[src/rtl/ittx_pkg.sv]
// shared types, codes and constants of the ir tag pulse width transmitter
package ittx_pkg;

	localparam int FRAME_BYTES_DEF = 3;

	localparam logic [1:0] KIND_SHOT  = 2'd0;
	localparam logic [1:0] KIND_MSG   = 2'd1;
	localparam logic [1:0] KIND_PULSE = 2'd2;

	localparam logic [1:0] OP_NOP   = 2'd0;
	localparam logic [1:0] OP_LOAD  = 2'd1;
	localparam logic [1:0] OP_EVENT = 2'd2;

	localparam logic [2:0] REG_HEADER_PERIOD = 3'd0;
	localparam logic [2:0] REG_ONE_PERIOD    = 3'd1;
	localparam logic [2:0] REG_ZERO_PERIOD   = 3'd2;
	localparam logic [2:0] REG_GAP_PERIOD    = 3'd3;
	localparam logic [2:0] REG_EMITTER_LEVEL = 3'd4;
	localparam logic [2:0] REG_OWN_PLAYER    = 3'd5;
	localparam logic [2:0] REG_OWN_TEAM      = 3'd6;
	localparam logic [2:0] REG_SHOT_BITS     = 3'd7;

	localparam logic [15:0] HEADER_PERIOD_RST = 16'd2400;
	localparam logic [15:0] ONE_PERIOD_RST    = 16'd1200;
	localparam logic [15:0] ZERO_PERIOD_RST   = 16'd600;
	localparam logic [15:0] GAP_PERIOD_RST    = 16'd600;
	localparam logic [7:0]  EMITTER_LEVEL_RST = 8'd255;
	localparam logic [6:0]  OWN_PLAYER_RST    = 7'd0;
	localparam logic [1:0]  OWN_TEAM_RST      = 2'd0;
	localparam logic [4:0]  SHOT_BITS_RST     = 5'd14;

	localparam logic [4:0] SHOT_MAX_BITS = 5'd16;
	localparam int         MSG_BITS_CAP  = 24;

	localparam int DAMAGE_LEVELS = 15;
	localparam logic [7:0] DAMAGE_BOUNDS [DAMAGE_LEVELS] = '{
		8'd2, 8'd3, 8'd5, 8'd6, 8'd9, 8'd14, 8'd16, 8'd19,
		8'd23, 8'd28, 8'd33, 8'd38, 8'd45, 8'd58, 8'd88
	};

	typedef struct packed {
		logic [15:0] header_period;
		logic [15:0] one_period;
		logic [15:0] zero_period;
		logic [15:0] gap_period;
		logic [7:0]  emitter_level;
		logic [6:0]  own_player;
		logic [1:0]  own_team;
		logic [4:0]  shot_bits;
	} cfg_t;

	typedef struct packed {
		logic [1:0] op;
		logic       was_on;
		logic [7:0] byte0;
		logic [7:0] byte1;
		logic [7:0] byte2;
		logic [4:0] nbits;
	} cmd_t;

	typedef struct packed {
		logic        pulse_start;
		logic        pulse_level;
		logic [15:0] pulse_length;
		logic [7:0]  power_out;
		logic        frame_done;
	} res_t;

	function automatic logic [3:0] quantise_damage(input logic [7:0] damage);
		logic [3:0] code;
		code = 4'd0;
		for (int i = 0; i < DAMAGE_LEVELS; i++) begin
			if (damage >= DAMAGE_BOUNDS[i]) begin
				code = 4'(i + 1);
			end
		end
		return code;
	endfunction

endpackage

[src/rtl/ittx_ifs.sv]
// request and pulse command channel interfaces
interface ittx_req_if;
	logic       valid;
	logic       ready;
	logic [1:0] kind;
	logic [7:0] damage;
	logic       was_on;
	logic [7:0] first_byte;
	logic [7:0] second_byte;
	logic [7:0] third_byte;
	logic [4:0] bit_count;

	modport source (
		output valid, kind, damage, was_on, first_byte, second_byte, third_byte, bit_count,
		input  ready
	);
	modport sink (
		input  valid, kind, damage, was_on, first_byte, second_byte, third_byte, bit_count,
		output ready
	);
endinterface

interface ittx_pls_if;
	logic        valid;
	logic        ready;
	logic        pulse_start;
	logic        pulse_level;
	logic [15:0] pulse_length;
	logic [7:0]  power_out;
	logic        frame_done;

	modport source (
		output valid, pulse_start, pulse_level, pulse_length, power_out, frame_done,
		input  ready
	);
	modport sink (
		input  valid, pulse_start, pulse_level, pulse_length, power_out, frame_done,
		output ready
	);
endinterface

[src/rtl/ittx_front.sv]
// front end: accepts requests and events and classifies them into commands
module ittx_front #(
	parameter int FRAME_BYTES = ittx_pkg::FRAME_BYTES_DEF
) (
	ittx_req_if.sink        req,
	input  ittx_pkg::cfg_t  cfg,
	input  logic            full,
	output logic            push,
	output ittx_pkg::cmd_t  cmd
);
	import ittx_pkg::*;

	localparam int         MSG_MAX_INT = (FRAME_BYTES * 8 < MSG_BITS_CAP) ?
		FRAME_BYTES * 8 : MSG_BITS_CAP;
	localparam logic [4:0] MSG_MAX     = 5'(MSG_MAX_INT);

	logic [3:0] code;

	assign req.ready = !full;
	assign push      = req.valid && !full;
	assign code      = quantise_damage(req.damage);

	always_comb begin
		cmd        = '0;
		cmd.was_on = req.was_on;
		case (req.kind)
			KIND_SHOT: begin
				cmd.op    = OP_LOAD;
				cmd.byte0 = {1'b0, cfg.own_player};
				cmd.byte1 = {cfg.own_team, code, 2'b00};
				cmd.nbits = (cfg.shot_bits > SHOT_MAX_BITS) ? SHOT_MAX_BITS : cfg.shot_bits;
			end
			KIND_MSG: begin
				cmd.op    = OP_LOAD;
				cmd.byte0 = req.first_byte;
				cmd.byte1 = req.second_byte;
				cmd.byte2 = req.third_byte;
				cmd.nbits = (req.bit_count > MSG_MAX) ? MSG_MAX : req.bit_count;
			end
			KIND_PULSE: begin
				cmd.op = OP_EVENT;
			end
			default: begin
				cmd.op = OP_NOP;
			end
		endcase
	end

endmodule

[src/rtl/ittx_fifo.sv]
// two-entry command queue between front and back end
module ittx_fifo (
	input  logic            clk,
	input  logic            arst_n,
	input  logic            push,
	input  ittx_pkg::cmd_t  wr_cmd,
	output logic            full,
	input  logic            pop,
	output logic            not_empty,
	output ittx_pkg::cmd_t  rd_cmd
);
	import ittx_pkg::*;

	cmd_t       mem_q [2];
	logic       wr_ptr_q;
	logic       rd_ptr_q;
	logic [1:0] count_q;

	assign full      = (count_q == 2'd2);
	assign not_empty = (count_q != 2'd0);
	assign rd_cmd    = mem_q[rd_ptr_q];

	always_ff @(posedge clk) begin
		if (push) begin
			mem_q[wr_ptr_q] <= wr_cmd;
		end
	end

	always_ff @(posedge clk or negedge arst_n) begin
		if (!arst_n) begin
			wr_ptr_q <= 1'b0;
			rd_ptr_q <= 1'b0;
			count_q  <= 2'd0;
		end else begin
			if (push) begin
				wr_ptr_q <= !wr_ptr_q;
			end
			if (pop) begin
				rd_ptr_q <= !rd_ptr_q;
			end
			case ({push, pop})
				2'b10:   count_q <= count_q + 2'd1;
				2'b01:   count_q <= count_q - 2'd1;
				default: count_q <= count_q;
			endcase
		end
	end

endmodule

[src/rtl/ittx_back.sv]
// back end: frame state, pulse sequencing and output register
module ittx_back #(
	parameter int FRAME_BYTES = ittx_pkg::FRAME_BYTES_DEF
) (
	input  logic            clk,
	input  logic            arst_n,
	input  ittx_pkg::cfg_t  cfg,
	input  logic            cmd_valid,
	input  ittx_pkg::cmd_t  cmd,
	output logic            pop,
	ittx_pls_if.source      pls
);
	import ittx_pkg::*;

	localparam int IDXW = $clog2(FRAME_BYTES);

	logic [7:0]      bytes_q [FRAME_BYTES];
	logic [4:0]      bits_sent_q;
	logic [4:0]      frame_bits_q;
	logic            header_q;
	logic            out_valid_q;
	res_t            res_q;

	logic [IDXW-1:0] byte_idx;
	logic            cur_bit;
	res_t            res;
	logic            send_bit;

	assign pop      = cmd_valid && (!out_valid_q || pls.ready);
	assign byte_idx = IDXW'(bits_sent_q[4:3]);
	assign cur_bit  = bytes_q[byte_idx][3'd7 - bits_sent_q[2:0]];
	assign send_bit = (cmd.op == OP_EVENT) && !header_q && (bits_sent_q < frame_bits_q)
		&& !cmd.was_on;

	always_comb begin
		res = '0;
		case (cmd.op)
			OP_LOAD: begin
				res.pulse_start  = 1'b1;
				res.pulse_level  = 1'b1;
				res.pulse_length = cfg.header_period;
				res.power_out    = cfg.emitter_level;
			end
			OP_EVENT: begin
				if (header_q || ((bits_sent_q < frame_bits_q) && cmd.was_on)) begin
					res.pulse_start  = 1'b1;
					res.pulse_length = cfg.gap_period;
				end else if (bits_sent_q >= frame_bits_q) begin
					res.frame_done = 1'b1;
				end else begin
					res.pulse_start  = 1'b1;
					res.pulse_level  = 1'b1;
					res.pulse_length = cur_bit ? cfg.one_period : cfg.zero_period;
				end
			end
			default: begin
				res = '0;
			end
		endcase
	end

	always_ff @(posedge clk or negedge arst_n) begin
		if (!arst_n) begin
			for (int i = 0; i < FRAME_BYTES; i++) begin
				bytes_q[i] <= 8'd0;
			end
			bits_sent_q  <= 5'd0;
			frame_bits_q <= 5'd0;
			header_q     <= 1'b0;
			out_valid_q  <= 1'b0;
		end else begin
			if (pop) begin
				out_valid_q <= 1'b1;
			end else if (pls.ready) begin
				out_valid_q <= 1'b0;
			end
			if (pop && (cmd.op == OP_LOAD)) begin
				for (int i = 0; i < FRAME_BYTES; i++) begin
					if (i == 0) begin
						bytes_q[i] <= cmd.byte0;
					end else if (i == 1) begin
						bytes_q[i] <= cmd.byte1;
					end else if (i == 2) begin
						bytes_q[i] <= cmd.byte2;
					end else begin
						bytes_q[i] <= 8'd0;
					end
				end
				bits_sent_q  <= 5'd0;
				frame_bits_q <= cmd.nbits;
				header_q     <= 1'b1;
			end else if (pop && (cmd.op == OP_EVENT)) begin
				if (header_q) begin
					header_q <= 1'b0;
				end else if (send_bit) begin
					bits_sent_q <= bits_sent_q + 5'd1;
				end
			end
		end
	end

	always_ff @(posedge clk) begin
		if (pop) begin
			res_q <= res;
		end
	end

	assign pls.valid        = out_valid_q;
	assign pls.pulse_start  = res_q.pulse_start;
	assign pls.pulse_level  = res_q.pulse_level;
	assign pls.pulse_length = res_q.pulse_length;
	assign pls.power_out    = res_q.power_out;
	assign pls.frame_done   = res_q.frame_done;

endmodule

[src/rtl/ir_tag_pulse_width_transmitter.sv]
// top level of the ir tag pulse width transmitter
// an accepted transaction passes through the queue and then the output register before its result is valid
// throughput: one transaction per cycle while the output is not stalled
// a two-entry queue lets the front keep accepting, until it fills, while the output stalls
// reset clears frame state and queue and loads the register defaults
module ir_tag_pulse_width_transmitter #(
	parameter int FRAME_BYTES = ittx_pkg::FRAME_BYTES_DEF
) (
	input  logic        clk,
	input  logic        arst_n,
	input  logic        cfg_we,
	input  logic [2:0]  cfg_index,
	input  logic [15:0] cfg_data,
	ittx_req_if.sink    req,
	ittx_pls_if.source  pls
);
	import ittx_pkg::*;

	cfg_t cfg_q;
	cmd_t front_cmd;
	cmd_t queue_cmd;
	logic push;
	logic full;
	logic pop;
	logic not_empty;

	always_ff @(posedge clk or negedge arst_n) begin
		if (!arst_n) begin
			cfg_q.header_period <= HEADER_PERIOD_RST;
			cfg_q.one_period    <= ONE_PERIOD_RST;
			cfg_q.zero_period   <= ZERO_PERIOD_RST;
			cfg_q.gap_period    <= GAP_PERIOD_RST;
			cfg_q.emitter_level <= EMITTER_LEVEL_RST;
			cfg_q.own_player    <= OWN_PLAYER_RST;
			cfg_q.own_team      <= OWN_TEAM_RST;
			cfg_q.shot_bits     <= SHOT_BITS_RST;
		end else if (cfg_we) begin
			case (cfg_index)
				REG_HEADER_PERIOD: cfg_q.header_period <= cfg_data;
				REG_ONE_PERIOD:    cfg_q.one_period    <= cfg_data;
				REG_ZERO_PERIOD:   cfg_q.zero_period   <= cfg_data;
				REG_GAP_PERIOD:    cfg_q.gap_period    <= cfg_data;
				REG_EMITTER_LEVEL: cfg_q.emitter_level <= cfg_data[7:0];
				REG_OWN_PLAYER:    cfg_q.own_player    <= cfg_data[6:0];
				REG_OWN_TEAM:      cfg_q.own_team      <= cfg_data[1:0];
				REG_SHOT_BITS:     cfg_q.shot_bits     <= cfg_data[4:0];
				default:           cfg_q               <= cfg_q;
			endcase
		end
	end

	ittx_front #(
		.FRAME_BYTES(FRAME_BYTES)
	) u_front (
		.req  (req),
		.cfg  (cfg_q),
		.full (full),
		.push (push),
		.cmd  (front_cmd)
	);

	ittx_fifo u_fifo (
		.clk       (clk),
		.arst_n    (arst_n),
		.push      (push),
		.wr_cmd    (front_cmd),
		.full      (full),
		.pop       (pop),
		.not_empty (not_empty),
		.rd_cmd    (queue_cmd)
	);

	ittx_back #(
		.FRAME_BYTES(FRAME_BYTES)
	) u_back (
		.clk       (clk),
		.arst_n    (arst_n),
		.cfg       (cfg_q),
		.cmd_valid (not_empty),
		.cmd       (queue_cmd),
		.pop       (pop),
		.pls       (pls)
	);

endmodule
[src/flat_wrapper.sv]
// flat-port wrapper written by rule: the top's interface ports become plain ports
module ir_tag_pulse_width_transmitter_flat import ittx_pkg::*;
#(
	parameter int FRAME_BYTES = ittx_pkg::FRAME_BYTES_DEF
)
  (clk, arst_n, cfg_we, cfg_index, cfg_data, req_valid, req_kind, req_damage, req_was_on, req_first_byte, req_second_byte, req_third_byte, req_bit_count, req_ready, pls_valid, pls_pulse_start, pls_pulse_level, pls_pulse_length, pls_power_out, pls_frame_done, pls_ready);
  ittx_req_if req_i ();
  ittx_pls_if pls_i ();
  input  logic clk;
  input  logic arst_n;
  input  logic cfg_we;
  input  logic [2:0] cfg_index;
  input  logic [15:0] cfg_data;
  input wire logic [$bits(req_i.valid)-1:0] req_valid;
  input wire logic [$bits(req_i.kind)-1:0] req_kind;
  input wire logic [$bits(req_i.damage)-1:0] req_damage;
  input wire logic [$bits(req_i.was_on)-1:0] req_was_on;
  input wire logic [$bits(req_i.first_byte)-1:0] req_first_byte;
  input wire logic [$bits(req_i.second_byte)-1:0] req_second_byte;
  input wire logic [$bits(req_i.third_byte)-1:0] req_third_byte;
  input wire logic [$bits(req_i.bit_count)-1:0] req_bit_count;
  output wire logic [$bits(req_i.ready)-1:0] req_ready;
  output wire logic [$bits(pls_i.valid)-1:0] pls_valid;
  output wire logic [$bits(pls_i.pulse_start)-1:0] pls_pulse_start;
  output wire logic [$bits(pls_i.pulse_level)-1:0] pls_pulse_level;
  output wire logic [$bits(pls_i.pulse_length)-1:0] pls_pulse_length;
  output wire logic [$bits(pls_i.power_out)-1:0] pls_power_out;
  output wire logic [$bits(pls_i.frame_done)-1:0] pls_frame_done;
  input wire logic [$bits(pls_i.ready)-1:0] pls_ready;
  assign req_i.valid = req_valid;
  assign req_i.kind = req_kind;
  assign req_i.damage = req_damage;
  assign req_i.was_on = req_was_on;
  assign req_i.first_byte = req_first_byte;
  assign req_i.second_byte = req_second_byte;
  assign req_i.third_byte = req_third_byte;
  assign req_i.bit_count = req_bit_count;
  assign req_ready = req_i.ready;
  assign pls_valid = pls_i.valid;
  assign pls_pulse_start = pls_i.pulse_start;
  assign pls_pulse_level = pls_i.pulse_level;
  assign pls_pulse_length = pls_i.pulse_length;
  assign pls_power_out = pls_i.power_out;
  assign pls_frame_done = pls_i.frame_done;
  assign pls_i.ready = pls_ready;
  ir_tag_pulse_width_transmitter #(.FRAME_BYTES(FRAME_BYTES)) u_core (.clk(clk), .arst_n(arst_n), .cfg_we(cfg_we), .cfg_index(cfg_index), .cfg_data(cfg_data), .req(req_i), .pls(pls_i));
endmodule
[config.mk]
export PLATFORM = sky130hd
export DESIGN_NAME = ir_tag_pulse_width_transmitter_flat
export DESIGN_NICKNAME = d
export VERILOG_FILES = /design/src/rtl/ittx_pkg.sv /design/src/rtl/ittx_ifs.sv /design/src/rtl/ittx_front.sv /design/src/rtl/ittx_fifo.sv /design/src/rtl/ittx_back.sv /design/src/rtl/ir_tag_pulse_width_transmitter.sv /design/src/flat_wrapper.sv
export SDC_FILE = /design/constraint.sdc
export NUM_CORES = 1
export LEC_CHECK = 0
export BUFFER_PORTS_ARGS = -buffer_cell sky130_fd_sc_hd__buf_2
export CORE_MARGIN = 5
export CORE_UTILIZATION = 61
export DETAILED_ROUTE_END_ITERATION = 12
export GPL_TIMING_DRIVEN = 0
export PLACE_DENSITY_LB_ADDON = 0.15
export SETUP_SLACK_MARGIN = 0.02
export SYNTH_ARGS = -nofsm -noshare
export SYNTH_HDL_FRONTEND = slang
export SYNTH_SLANG_ARGS = --single-unit
export TNS_END_PERCENT = 20
[constraint.sdc]
create_clock -name clk -period 5.4 [get_ports clk]
set_clock_uncertainty 0.1 [all_clocks]
set_input_delay 0.27 -clock clk [delete_from_list [all_inputs] [get_ports clk]]
set_output_delay 0.27 -clock clk [all_outputs]
set_load 0.05 [all_outputs]
# Word level (Yosys, flattened, before mapping)
# Memory sizes are Yosys's and may differ from the RTL's.
# Cells that the tools add are included.
[totals] reg_bits=153 latch_bits=0 mem_bits_rw=64 romBits=0 n_memories=1
[memory_table] name="u_core.u_fifo.mem_q" depth=2 word_bits=32 read_ports=1 rd_ports_with_merged_regs=0 wr=1 line="ittx_fifo.sv:14" text="cmd_t mem_q [2];"
[op_classes] add_sub_neg=4 n_mul=0 n_div=0 order_cmp=21 eq_ne=15 shifts=0 mux=44 bitwise=2 n_reduce_logical=34
[op_table] operator="4-bit two-way mux" n=14
[op_table] operator="18-bit case mux with 2 select lines" n=1
[op_table] operator="8-bit by 5-bit >= comparator with 1-bit output, second input constant" n=4
[op_table] operator="8-bit by 6-bit >= comparator with 1-bit output, second input constant" n=4
[op_table] operator="16-bit two-way mux" n=2
[op_table] operator="16-bit case mux with 2 select lines" n=1
[op_table] operator="5-bit two-way mux" n=6
[op_table] operator="8-bit two-way mux" n=3
[op_table] operator="18-bit two-way mux" n=1
[op_table] operator="8-bit binary-select mux with 2-bit select" n=1
[op_table] operator="8-bit by 2-bit >= comparator with 1-bit output, second input constant" n=2
[op_table] operator="8-bit by 3-bit >= comparator with 1-bit output, second input constant" n=2
[op_table] operator="8-bit by 4-bit >= comparator with 1-bit output, second input constant" n=2
[op_table] operator="2-bit AND reduction" n=8
[op_table] operator="3-bit == test, second input constant" n=4
[op_table] operator="1-bit two-way mux" n=11
[op_table] operator="5-bit > comparator, second input constant" n=2
[op_table] operator="5-bit case mux with 2 select lines" n=1
[op_table] operator="2-bit nonzero test" n=5
[op_table] operator="2-bit == test, second input constant" n=4
[op_table] operator="8-bit by 7-bit >= comparator with 1-bit output, second input constant" n=1
[op_table] operator="1-bit logical AND" n=8
[op_table] operator="2-bit case mux with 2 select lines" n=2
[op_table] operator="2-bit by 1-bit == test with 1-bit output, second input constant" n=3
[op_table] operator="other kinds (20)" n=28

# Logic depth before layout (Yosys ltp)
# Gate-level depths: netlist of run 1.
[depth] word_depth=17 depth_mapped=13 ltp_nobuf=8

# Cells and area by module
# A second synthesis of run 1 with hierarchy kept.
[hier_totals] hier_cells=709 area_unflattened_um2=9930.8
[by_module_without_submodules] mod="ir_tag_pulse_width_transmitter" n_inst=1 cells_per_inst=191 area_each_um2=3392.0 seq_area_each_um2=2185.8
[by_module_without_submodules] mod="ittx_back" n_inst=1 cells_per_inst=302 area_each_um2=3256.9 seq_area_each_um2=1711.6
[by_module_without_submodules] mod="ittx_fifo" n_inst=1 cells_per_inst=116 area_each_um2=2648.8 seq_area_each_um2=2021.9
[by_module_without_submodules] mod="ittx_front" n_inst=1 cells_per_inst=100 area_each_um2=633.1 seq_area_each_um2=0.0

# Worst setup path after synthesis of run 1
# Ideal clock, no wire load.
[synth_timing] path_type="register to register" startpoint="reg u_core.u_back.out_valid_q (netlist: u_core.u_back.pls.valid)" endpoint="reg u_core.u_back.bytes_q[10] in the netlist's numbering" setup_ns=0.133 arrival_time_ns=3.274 t_required_ns=5.167 slack_ns=1.893 path_stages_with_launch=7 n_path_buf=2 synth_period_minus_slack_ns=3.507 cell_sequence="dfrtp_1 > a21oi_1 > nand2_1 > clkbuf_1 > clkbuf_1 > nand2_1 > o21ai_0"
[synth_via] elab_chain_cells=4
[synth_lines] element="start, declared" line="ittx_back.sv:21" text="logic out_valid_q;"
[synth_lines] element="start signal, assigned" line="ittx_back.sv:70" text="out_valid_q <= 1'b0;"
[synth_lines] element="start signal, assigned" line="ittx_back.sv:73" text="out_valid_q <= 1'b1;"
[synth_lines] element="start signal, assigned" line="ittx_back.sv:75" text="out_valid_q <= 1'b0;"
[synth_lines] element="1-bit logical NOT" line="ittx_back.sv:29" text="assign pop = cmd_valid && (!out_valid_q || pls.ready);"
[synth_lines] element="1-bit logical OR" line="ittx_back.sv:29"
[synth_lines] element="1-bit logical AND" line="ittx_back.sv:29"
[synth_lines] element="named net u_core.pop" line="ir_tag_pulse_width_transmitter.sv:24" text="logic pop;"
[synth_lines] element="1-bit logical AND" line="ittx_back.sv:77" text="if (pop && (cmd.op == OP_LOAD)) begin"
[synth_lines] element="end signal, assigned by index" line="ittx_back.sv:80" text="bytes_q[i] <= cmd.byte0;"
[synth_lines] element="end signal, assigned by index" line="ittx_back.sv:82" text="bytes_q[i] <= cmd.byte1;"
[synth_lines] element="end signal, assigned by index" line="ittx_back.sv:84" text="bytes_q[i] <= cmd.byte2;"
[synth_lines] element="end, declared" line="ittx_back.sv:17" text="logic [7:0] bytes_q [FRAME_BYTES];"
# The timed path passes the listed nets, and every way through them passes these cells.
# A chain may end at the register's enable or synchronous reset.

==> impl_metrics.env, run 1 <==
export IMPL_ff2ff_path_depth=8
export IMPL_r2r_start="u_core.u_fifo.rd_ptr_q"
export IMPL_hold_viol=0
export IMPL_drc=0
export IMPL_final_cells=1015
export IMPL_setup_violations_final=0
export IMPL_critPathKind="register to register"
export IMPL_path_depth=8
export IMPL_vias=5918
export IMPL_path_delay_family="buffers and inverters"
export IMPL_min_period_over_period_pct=63.9
export IMPL_slowest_delay_ns=0.61
export IMPL_synth_area_um2=9350
export IMPL_status="completed"
export IMPL_hold_buffers=23
export IMPL_worstSetupEndpointType="register"
export IMPL_worstPathRequired_ns=5.52
export IMPL_io_buffers=86
export IMPL_antenna_found_initial=0
export IMPL_place_inst=952
export IMPL_critPathArrivalTime_ns=3.58
export IMPL_ys_top_cells_by_area="edfxtp_1 29%, dfrtp_1 26%, mux2_2 10%"
export IMPL_clkLatencyLatePin_ns=0.51
export IMPL_viasPerCell=5.83
export IMPL_slew_headroom_pct=9.18
export IMPL_r2r_setup_slack_ns=1.95
export IMPL_cp_cell_sequence="buf_2, buf_1, mux2i_1, inv_1, ha_1, clkbuf_1, clkbuf_1, o22ai_1"
export IMPL_fmax_mhz=290
export IMPL_drtIter0Drc=368
export IMPL_grt_pass1_vias=6270
export IMPL_synth_distinct_cells=49
export IMPL_hold_depth=2
export IMPL_cts_root_buffer="clkbuf_16"
export IMPL_synth_edf_count=91
export IMPL_hold_path_startpoint="cfg_data[3]"
export IMPL_die_w_um=134
export IMPL_synth_top_cell_area_share_pct=29.2
export IMPL_initial_core_util_pct=61.8
export IMPL_fillerInstances=988
export IMPL_drt_pass1_iterations=5
export IMPL_grt_pass1_wl_mm=32.7
export IMPL_critPathBufInv=5
export IMPL_grt_use_total_pct=22.8
export IMPL_clockBufferDepth=3
export IMPL_die_area_um2=17900
export IMPL_gp_congestion=0.889
export IMPL_startpoint_type="register"
export IMPL_setup_slack_ns=1.95
export IMPL_powerDensity_nw_per_um2=530
export IMPL_slowest_stage="clkbuf_1"
export IMPL_dpl_hpwl_mm=13.5
export IMPL_n_antenna_cell=0
export IMPL_synth_area_leader_cell="edfxtp_1"
export IMPL_tightest_slew_ns=1.35
export IMPL_synth_common_cells="99 x dfrtp_1, 91 x edfxtp_1, 86 x mux2_2, 60 x mux2i_1, 48 x nand2_1"
export IMPL_drive_gt1_share_pct=31.4
export IMPL_grt_max_degree=74
export IMPL_r2r_end="u_core.u_back.pls.pulse_length[4]"
export IMPL_tns_ns=0
export IMPL_grt_ovfl_total=0
export IMPL_dpl_worst_slack_ns=2.00
export IMPL_critPathMaxFanout=10
export IMPL_startpoint="u_core.u_fifo.rd_ptr_q"
export IMPL_wl_per_cell_um=19.4
export IMPL_postRouteAntennaNets=0
export IMPL_cts_buffers=22
export IMPL_p_leak_nw=4.60
export IMPL_syn_area_per_cell_um2=13.8
export IMPL_hp_class="input port to register"
export IMPL_syn_to_final_growth_pct=18.2
export IMPL_cts_sinks=217
export IMPL_num_rows=45
export IMPL_crit_path_frequent_cell="clkbuf_1"
export IMPL_finalMaxSlewViolations=0
export IMPL_fp_coreArea_um2=15100
export IMPL_rsz0062_at_grt="false"
export IMPL_ys_async_sr_fraction_pct=58.1
export IMPL_post_cts_buffers=0
export IMPL_period_needed_ns=3.45
export IMPL_vdd_ir_drop_max_mv=0.454
export IMPL_power_total_mw=5.85
export IMPL_cts_clk_slew_worst_paths_ns=0.06
export IMPL_final_nets=884
export IMPL_syn_nets=749
export IMPL_routed_wl_mm=19.7
export IMPL_pin_count=93
export IMPL_yosysSeqAreaShare_pct=63.3
export IMPL_synth_warnings=0
export IMPL_ctsResizeCount=0
export IMPL_drv_cap=0
export IMPL_cts_tree="built"
export IMPL_crit_end="u_core.u_back.pls.pulse_length[4]"
export IMPL_synth_ff_type="dfrtp_1"
export IMPL_h_tree_depth=1
export IMPL_synth_most_common_cell="dfrtp_1"
export IMPL_die_height_um=134
export IMPL_ys_ff_latch=217
export IMPL_synth_cells=676
-- area by class of cell --
class,count,area (um2),area share (%)
flip-flops and latches,217,5920,53.6
multi-input cells,409,3230,29.2
repair buffers,111,722,6.53
clock buffers,33,673,6.09
well taps,188,235,2.13
plain buffers,39,184,1.66
clock inverters,7,50.0,0.453
inverters,11,41.3,0.374
-- sequential cells by signal (all words and copies together) (netlist names) --
register,flops
u_core.u_back.frame_bits_q,5
u_core.u_back.pls.valid,1
u_core.u_back.pls.frame_done,1
u_core.u_back.pls.pulse_level,1
u_core.cfg_q,86
u_core.u_back.bits_sent_q,5
u_core.u_back.bytes_q,24
u_core.u_fifo.count_q,2
u_core.u_back.header_q,1
u_core.u_fifo.rd_ptr_q,1
u_core.u_back.pls.pulse_start,1
u_core.u_back.pls.power_out,8
u_core.u_fifo.wr_ptr_q,1
u_core.u_back.pls.pulse_length,16
u_core.u_fifo.mem_q,64
-- worst min path at each step --
stage / to / slack, ns
2_1_floorplan: u_core.cfg_q[0] / -0.13
6_report: u_core.cfg_q[57] / 0.01
3_3_place_gp: u_core.u_back.bytes_q[23] / 0.36
5_1_grt: u_core.cfg_q[17] / 0.02
4_1_cts: u_core.cfg_q[27] / 0.01
3_5_place_dp: u_core.u_back.bytes_q[4] / 0.16
-- worst register-to-register path: stages (launching register included) --
cell,delay (ns)
dfrtp_1,0.32
buf_2,0.21
buf_1,0.60
mux2i_1,0.31
inv_1,0.07
ha_1,0.27
clkbuf_1,0.44
clkbuf_1,0.61
o22ai_1,0.23
-- power breakdown --
part	switching (mW)	total [mW]	internal [mW]
clock	0.613	1.48	0.865
combinational	1.19	1.86	0.669
sequential	0.210	2.52	2.31
total	2.01	5.85	3.84
-- kinds of logic after synthesis --
kind of cell / Yosys count / share of synthesized area [%]
AND/OR/NAND/NOR: 137 / 7.22
flip-flops: 217 / 63.3
adder cells (fa/ha/maj): 9 / 1.20
multiplexers: 152 / 18.1
XOR/XNOR: 11 / 1.03
AO/OA/AOI/OAI: 100 / 6.70
buffers and inverters: 50 / 2.41
-- layout by cell type, fill, tap and decap left out, types with 23 or more instances in the layout --
cell            n
nand2_1        48
nor2_1         33
clkbuf_1       30
dlygate4sd3_1  23
dfstp_2        27
buf_2          90
mux2_2         86
clkbuf_16      23
o21ai_0        34
dfrtp_1        99
edfxtp_1       91
mux2i_1        60
-- metal layers --
metal  global-route usage, %  vias to the layer above  routed length (um)
met5                       0                        -                   0
li1                        -                     2733                   -
met3                    2.93                       32                 847
met4                    6.17                        0                 420
met1                    33.8                     2991                9100
met2                    36.3                      162                9290
-- through the flow --
stage	hold WS [ns]	cell area [um2]	utilization [%]
2_1_floorplan	-0.126	9350	-
3_3_place_gp	0.361	10000	66.1
3_5_place_dp	0.157	10100	66.7
4_1_cts	0.0118	11100	73.0
5_1_grt	0.0168	11100	73.0
6_report	0.0129	11100	73.0
Note: power is estimated with default switching activity, not from simulation.
==> inputs of run 2 (changes only) <==
CORE_UTILIZATION = 53   (was 61)
clock period = 3 ns   (was 5.4 ns; I/O delays follow)
==> run 2 against run 1 <==
Net effect: via count decreased by 0.84%; largest power group unchanged; die area is 14% higher; total power increased by 83%.
==> impl_metrics.env, run 2 (same netlist as run 1, synthesis figures left out) <==
export IMPL_vdd_ir_drop_max_mv=0.680
export IMPL_drc=0
export IMPL_r2r_end="u_core.u_back.pls.pulse_length[2]"
export IMPL_wl_met3_um=923
export IMPL_cts_clk_slew_worst_paths_ns=0.06
export IMPL_initial_core_util_pct=54.1
export IMPL_syn_to_final_growth_pct=21.8
export IMPL_regMostFlops="u_core.cfg_q"
export IMPL_min_period_over_period_pct=94.5
export IMPL_post_cts_buffers=0
export IMPL_layout_common_cells="99 x dfrtp_1, 91 x edfxtp_1, 89 x buf_2"
export IMPL_hp_class="input port to register"
export IMPL_wl_met1_mm=9.30
export IMPL_power_switching_mw=3.61
export IMPL_drt_pass1_iterations=4
export IMPL_tns_ns=0
export IMPL_final_core_util_pct=65.9
export IMPL_final_common_cell="dfrtp_1"
export IMPL_ff2ff_path_depth=11
export IMPL_drv_cap=0
export IMPL_rsz0062_at_grt="false"
export IMPL_io_buffers=86
export IMPL_finalMaxSlewViolations=0
export IMPL_critPathKind="register to register"
export IMPL_pin_count=93
export IMPL_routed_top_layer="met4"
export IMPL_die_area_um2=20400
export IMPL_fmax_mhz=353
export IMPL_slew_headroom_pct=19.7
export IMPL_p_clk_share_pct=26.5
export IMPL_startpoint="u_core.u_fifo.rd_ptr_q"
export IMPL_power_total_mw=10.7
export IMPL_cts_tree="built"
export IMPL_grt_pass1_vias=6348
export IMPL_clockBufferDepth=3
export IMPL_power_internal_mw=7.13
export IMPL_fillerInstances=1265
export IMPL_status="completed"
export IMPL_cts_root_buffer="clkbuf_16"
export IMPL_worstSetupEndpointType="register"
export IMPL_wl_met2_mm=9.76
export IMPL_hold_depth=3
export IMPL_drive_gt1_share_pct=30.8
export IMPL_routed_wl_mm=20.3
export IMPL_gp_congestion=0.819
export IMPL_cts_sinks=217
export IMPL_grt_pass1_wl_mm=33.4
export IMPL_tightest_slew_ns=1.20
export IMPL_cts_buffers=23
export IMPL_r2r_start="u_core.u_fifo.rd_ptr_q"
export IMPL_crit_end="u_core.u_back.pls.pulse_length[2]"
export IMPL_seqCellArea_um2=5920
export IMPL_seqPwrFrac_pct=42.2
export IMPL_p_leak_nw=4.74
export IMPL_setup_violations_final=0
export IMPL_wl_per_cell_um=18.9
export IMPL_viasPerCell=5.45
export IMPL_largest_reg_flops=86
export IMPL_powerDensity_nw_per_um2=942
export IMPL_fp_coreArea_um2=17300
export IMPL_num_rows=48
export IMPL_r2r_setup_slack_ns=0.17
export IMPL_die_w_um=143
export IMPL_critPathMaxFanout=15
export IMPL_antenna_found_initial=0
export IMPL_worstPathRequired_ns=3.23
export IMPL_grt_ovfl_total=0
export IMPL_top_regs="u_core.cfg_q (86), u_core.u_fifo.mem_q (64), u_core.u_back.bytes_q (24)"
export IMPL_n_antenna_cell=0
export IMPL_period_needed_ns=2.83
export IMPL_grt_max_degree=72
export IMPL_postRouteAntennaNets=0
export IMPL_startpoint_type="register"
export IMPL_grt_use_total_pct=20.6
export IMPL_clkLatencyLatePin_ns=0.51
export IMPL_die_height_um=143
export IMPL_hold_viol=0
export IMPL_multi_input_area_um2=3230
export IMPL_dpl_hpwl_mm=13.8
export IMPL_p_comb_share_pct=31.3
export IMPL_h_tree_depth=1
export IMPL_drtIter0Drc=332
export IMPL_critPathArrivalTime_ns=3.06
export IMPL_final_nets=909
export IMPL_swShare_pct=33.6
export IMPL_vias=5868
## run 2: routing by layer
layer | vias to the layer above | global-route usage (%)
met3 | 29 | 3.45
li1 | 2782 | -
met5 | - | 0
met1 | 2927 | 29.0
met2 | 130 | 33.8
met4 | 0 | 4.90
## run 2: stage by stage
stage	hold slack [ns]	instance area [um2]	cells	setup WS [ns]
final	0.0242	11400	1076	0.166
after detailed placement	0.0529	10100	989	-0.347
after CTS	0.0132	11400	1076	0.0392
after floorplan	-0.246	9360	676	0.0380
after global placement	0.250	10100	987	-0.515
after global routing	0.0248	11400	1076	0.0142
## run 2: worst min path at each step
| stage | from | end | slack (ns) |
|---|---|---|---|
| floorplan | arst_n | u_core.cfg_q[0] | -0.25 |
| global placement | req_was_on | u_core.u_fifo.mem_q[0][29] | 0.25 |
| detailed placement | arst_n | u_core.u_back.bytes_q[4] | 0.05 |
| CTS | req_second_byte[2] | u_core.u_fifo.mem_q[1][15] | 0.01 |
| global route | cfg_we | u_core.cfg_q[6] | 0.02 |
| finish | cfg_we | u_core.cfg_q[6] | 0.02 |
## run 2: layout make-up
class                      count  area share (%)
timing repair buffer         136            8.53
inverter                      11           0.362
tap                          225            2.47
buffer                        38            1.62
clock buffer                  35            6.06
sequential                   217            51.9
multi-input combinational    409            28.4
clock inverter                 5           0.648
## run 2: power groups by stage
stage	clock network, mW	registers [mW]	logic [mW]
floorplan	0	5.08	1.87
global placement	0	4.54	3.18
global route	3.05	4.62	3.68
detailed placement	0	4.57	3.34
CTS	2.90	4.53	3.40
finish	2.85	4.53	3.36
## run 2: worst max-delay path: stages, from the launching register on
cell      delay [ns]
dfrtp_1         0.32
buf_4           0.28
mux2i_1         0.30
ha_1            0.28
nor3b_1         0.18
and4b_1         0.21
buf_4           0.14
nand2_1         0.07
or2_1           0.20
clkbuf_2        0.19
buf_6           0.19
o22ai_1         0.17
## run 2: timing repair
action,4_1_cts,5_1_grt
hold buffers,48,0
gates resized for setup,0,7
endpoints found under the setup margin,56,24
endpoints found under the hold margin,228,0
==> inputs of run 3 (changes only) <==
CELL_PAD_IN_SITES_DETAIL_PLACEMENT = 1   (was unset)
CELL_PAD_IN_SITES_GLOBAL_PLACEMENT = 1   (was unset)
CORE_UTILIZATION = 44   (was 53)
==> run 3 against run 2 <==
Net effect: sequential share of layout area down 0.19 points; sequential power hardly changed; utilization decreased by 11 points; global-route usage shrank 1.7 points; hold slack lost 0.0050 ns; cell area increased by 0.37%; combinational power is 1% higher; via count rose by 2.9%; final cell count up 4.8%; count of clock-buffer cells in the layout grew 3; critical path type unchanged.
==> impl_metrics.env, run 3 (same netlist as run 1, synthesis figures left out) <==
export IMPL_status="completed"
export IMPL_critPathMaxFanout=15
export IMPL_wl_per_cell_um=20.0
export IMPL_setup_violations_final=0
export IMPL_dpl_hpwl_mm=15.4
export IMPL_drv_cap=0
export IMPL_grt_max_degree=90
export IMPL_grtUsageMet2_pct=31.8
export IMPL_cts_buffers=24
export IMPL_grt_ovfl_total=0
export IMPL_slew_headroom_pct=6.27
export IMPL_syn_to_final_growth_pct=22.3
export IMPL_critPathArrivalTime_ns=3.08
export IMPL_layout_common_cells="99 x dfrtp_1, 91 x edfxtp_1, 89 x buf_2"
export IMPL_p_leak_nw=4.73
export IMPL_regMostFlops="u_core.cfg_q"
export IMPL_initial_core_util_pct=44.6
export IMPL_die_height_um=156
export IMPL_cts_sinks=217
export IMPL_startpoint_type="register"
export IMPL_largest_reg_flops=86
export IMPL_fp_coreArea_um2=21000
export IMPL_vias=6040
export IMPL_critPathKind="register to register"
export IMPL_gp_congestion=0.828
export IMPL_vdd_ir_drop_max_mv=0.689
export IMPL_startpoint="u_core.u_fifo.rd_ptr_q"
export IMPL_drtIter0Drc=321
export IMPL_cts_root_buffer="clkbuf_16"
export IMPL_r2r_setup_slack_ns=0.16
export IMPL_grt_pass1_wl_mm=36.5
export IMPL_min_period_over_period_pct=94.8
export IMPL_top_regs="u_core.cfg_q (86), u_core.u_fifo.mem_q (64), u_core.u_back.bytes_q (24)"
export IMPL_drt_pass1_iterations=5
export IMPL_drive_gt1_share_pct=30.9
export IMPL_worstSetupEndpointType="register"
export IMPL_rsz0062_at_grt="true"
export IMPL_cts_tree="built"
export IMPL_hp_class="input port to async pin"
export IMPL_worstPathRequired_ns=3.23
export IMPL_grt_pass1_vias=6663
export IMPL_final_nets=908
export IMPL_grt_use_total_pct=18.9
export IMPL_clockBufferDepth=3
export IMPL_use_met3_pct=2.41
export IMPL_r2r_end="u_core.u_back.pls.pulse_length[2]"
export IMPL_postRouteAntennaNets=0
export IMPL_fmax_mhz=352
export IMPL_io_buffers=86
export IMPL_routed_wl_mm=22.6
export IMPL_clkLatencyLatePin_ns=0.51
export IMPL_die_w_um=156
export IMPL_die_area_um2=24300
export IMPL_cts_clk_slew_worst_paths_ns=0.06
export IMPL_h_tree_depth=1
export IMPL_grt_met1_usage_pct=26.7
export IMPL_r2r_start="u_core.u_fifo.rd_ptr_q"
export IMPL_num_rows=53
export IMPL_busiest_layer="met2"
export IMPL_drc=0
export IMPL_power_total_mw=10.8
export IMPL_period_needed_ns=2.84
export IMPL_antenna_found_initial=0
export IMPL_hold_viol=0
export IMPL_pin_count=93
export IMPL_viasPerCell=5.35
export IMPL_tightest_slew_ns=1.40
export IMPL_tns_ns=0
export IMPL_finalMaxSlewViolations=0
export IMPL_powerDensity_nw_per_um2=940
export IMPL_final_common_cell="dfrtp_1"
export IMPL_ff2ff_path_depth=11
export IMPL_n_antenna_cell=0
## run 3: area by class of cell
cell class | instances | area [um2]
buffer | 38 | 189
clock buffer | 38 | 723
clock inverter | 6 | 41.3
fill | 2122 | 9520
inverter | 11 | 41.3
multi-input combinational | 409 | 3230
sequential | 217 | 5920
tap | 275 | 344
timing repair buffer | 134 | 952
## run 3: what timing repair did
| item | 4_1_cts | 5_1_grt |
|---|---|---|
| hold endpoints to repair | 242 | 0 |
| endpoints found under the setup margin | 56 | 19 |
| hold buffers | 46 | 0 |
| gates resized for setup | 2 | 3 |
| buffers inserted | 0 | 0 |
| cloned | 0 | 0 |
## run 3: worst max path at each step
stage	to	slack (ns)	depth (start not counted)
6_report	u_core.u_back.pls.pulse_length[2]	0.16	11
5_1_grt	u_core.u_back.pls.pulse_length[2]	-0.006	7
4_1_cts	u_core.u_back.pls.pulse_length[2]	0.08	11
3_5_place_dp	u_core.u_back.pls.pulse_length[2]	-0.49	12
3_3_place_gp	u_core.u_back.bytes_q[12]	-0.66	6
2_1_floorplan	u_core.u_fifo.mem_q[0][0]	0.04	3
## run 3: through the flow
step	cells	setup slack, ns	instance area (um2)	hold slack [ns]	util (%)
detailed placement	1039	-0.491	10200	-0.0138	48.7
finish	1128	0.156	11400	0.0193	54.6
global route	1128	-0.00557	11400	0.0119	54.6
global placement	1037	-0.663	10100	0.251	48.3
CTS	1128	0.0844	11400	0.000282	54.6
floorplan	676	0.0380	9360	-0.246	-
## run 3: power breakdown
group / switching (mW) / internal, mW
clock network: 1.14 / 1.65
registers: 0.399 / 4.15
logic: 2.18 / 1.23
total: 3.72 / 7.04
## run 3: per-layer routing
metal | wire [um] | share of wire (%) | vias up
met4 | 338 | 1.5 | 0
met2 | 11100 | 49 | 122
met1 | 10300 | 45 | 3099
li1 | - | - | 2792
met5 | 0 | 0 | -
met3 | 848 | 3.8 | 27
## run 3: critical path: stages, from the launching register on
cell and delay [ns]:
dfrtp_1 0.34, buf_6 0.23, mux2i_1 0.27, ha_1 0.29
nor3b_1 0.22, and4b_1 0.22, buf_4 0.14, nand2_1 0.06
or2_1 0.20, clkbuf_2 0.20, buf_6 0.20, o22ai_1 0.20
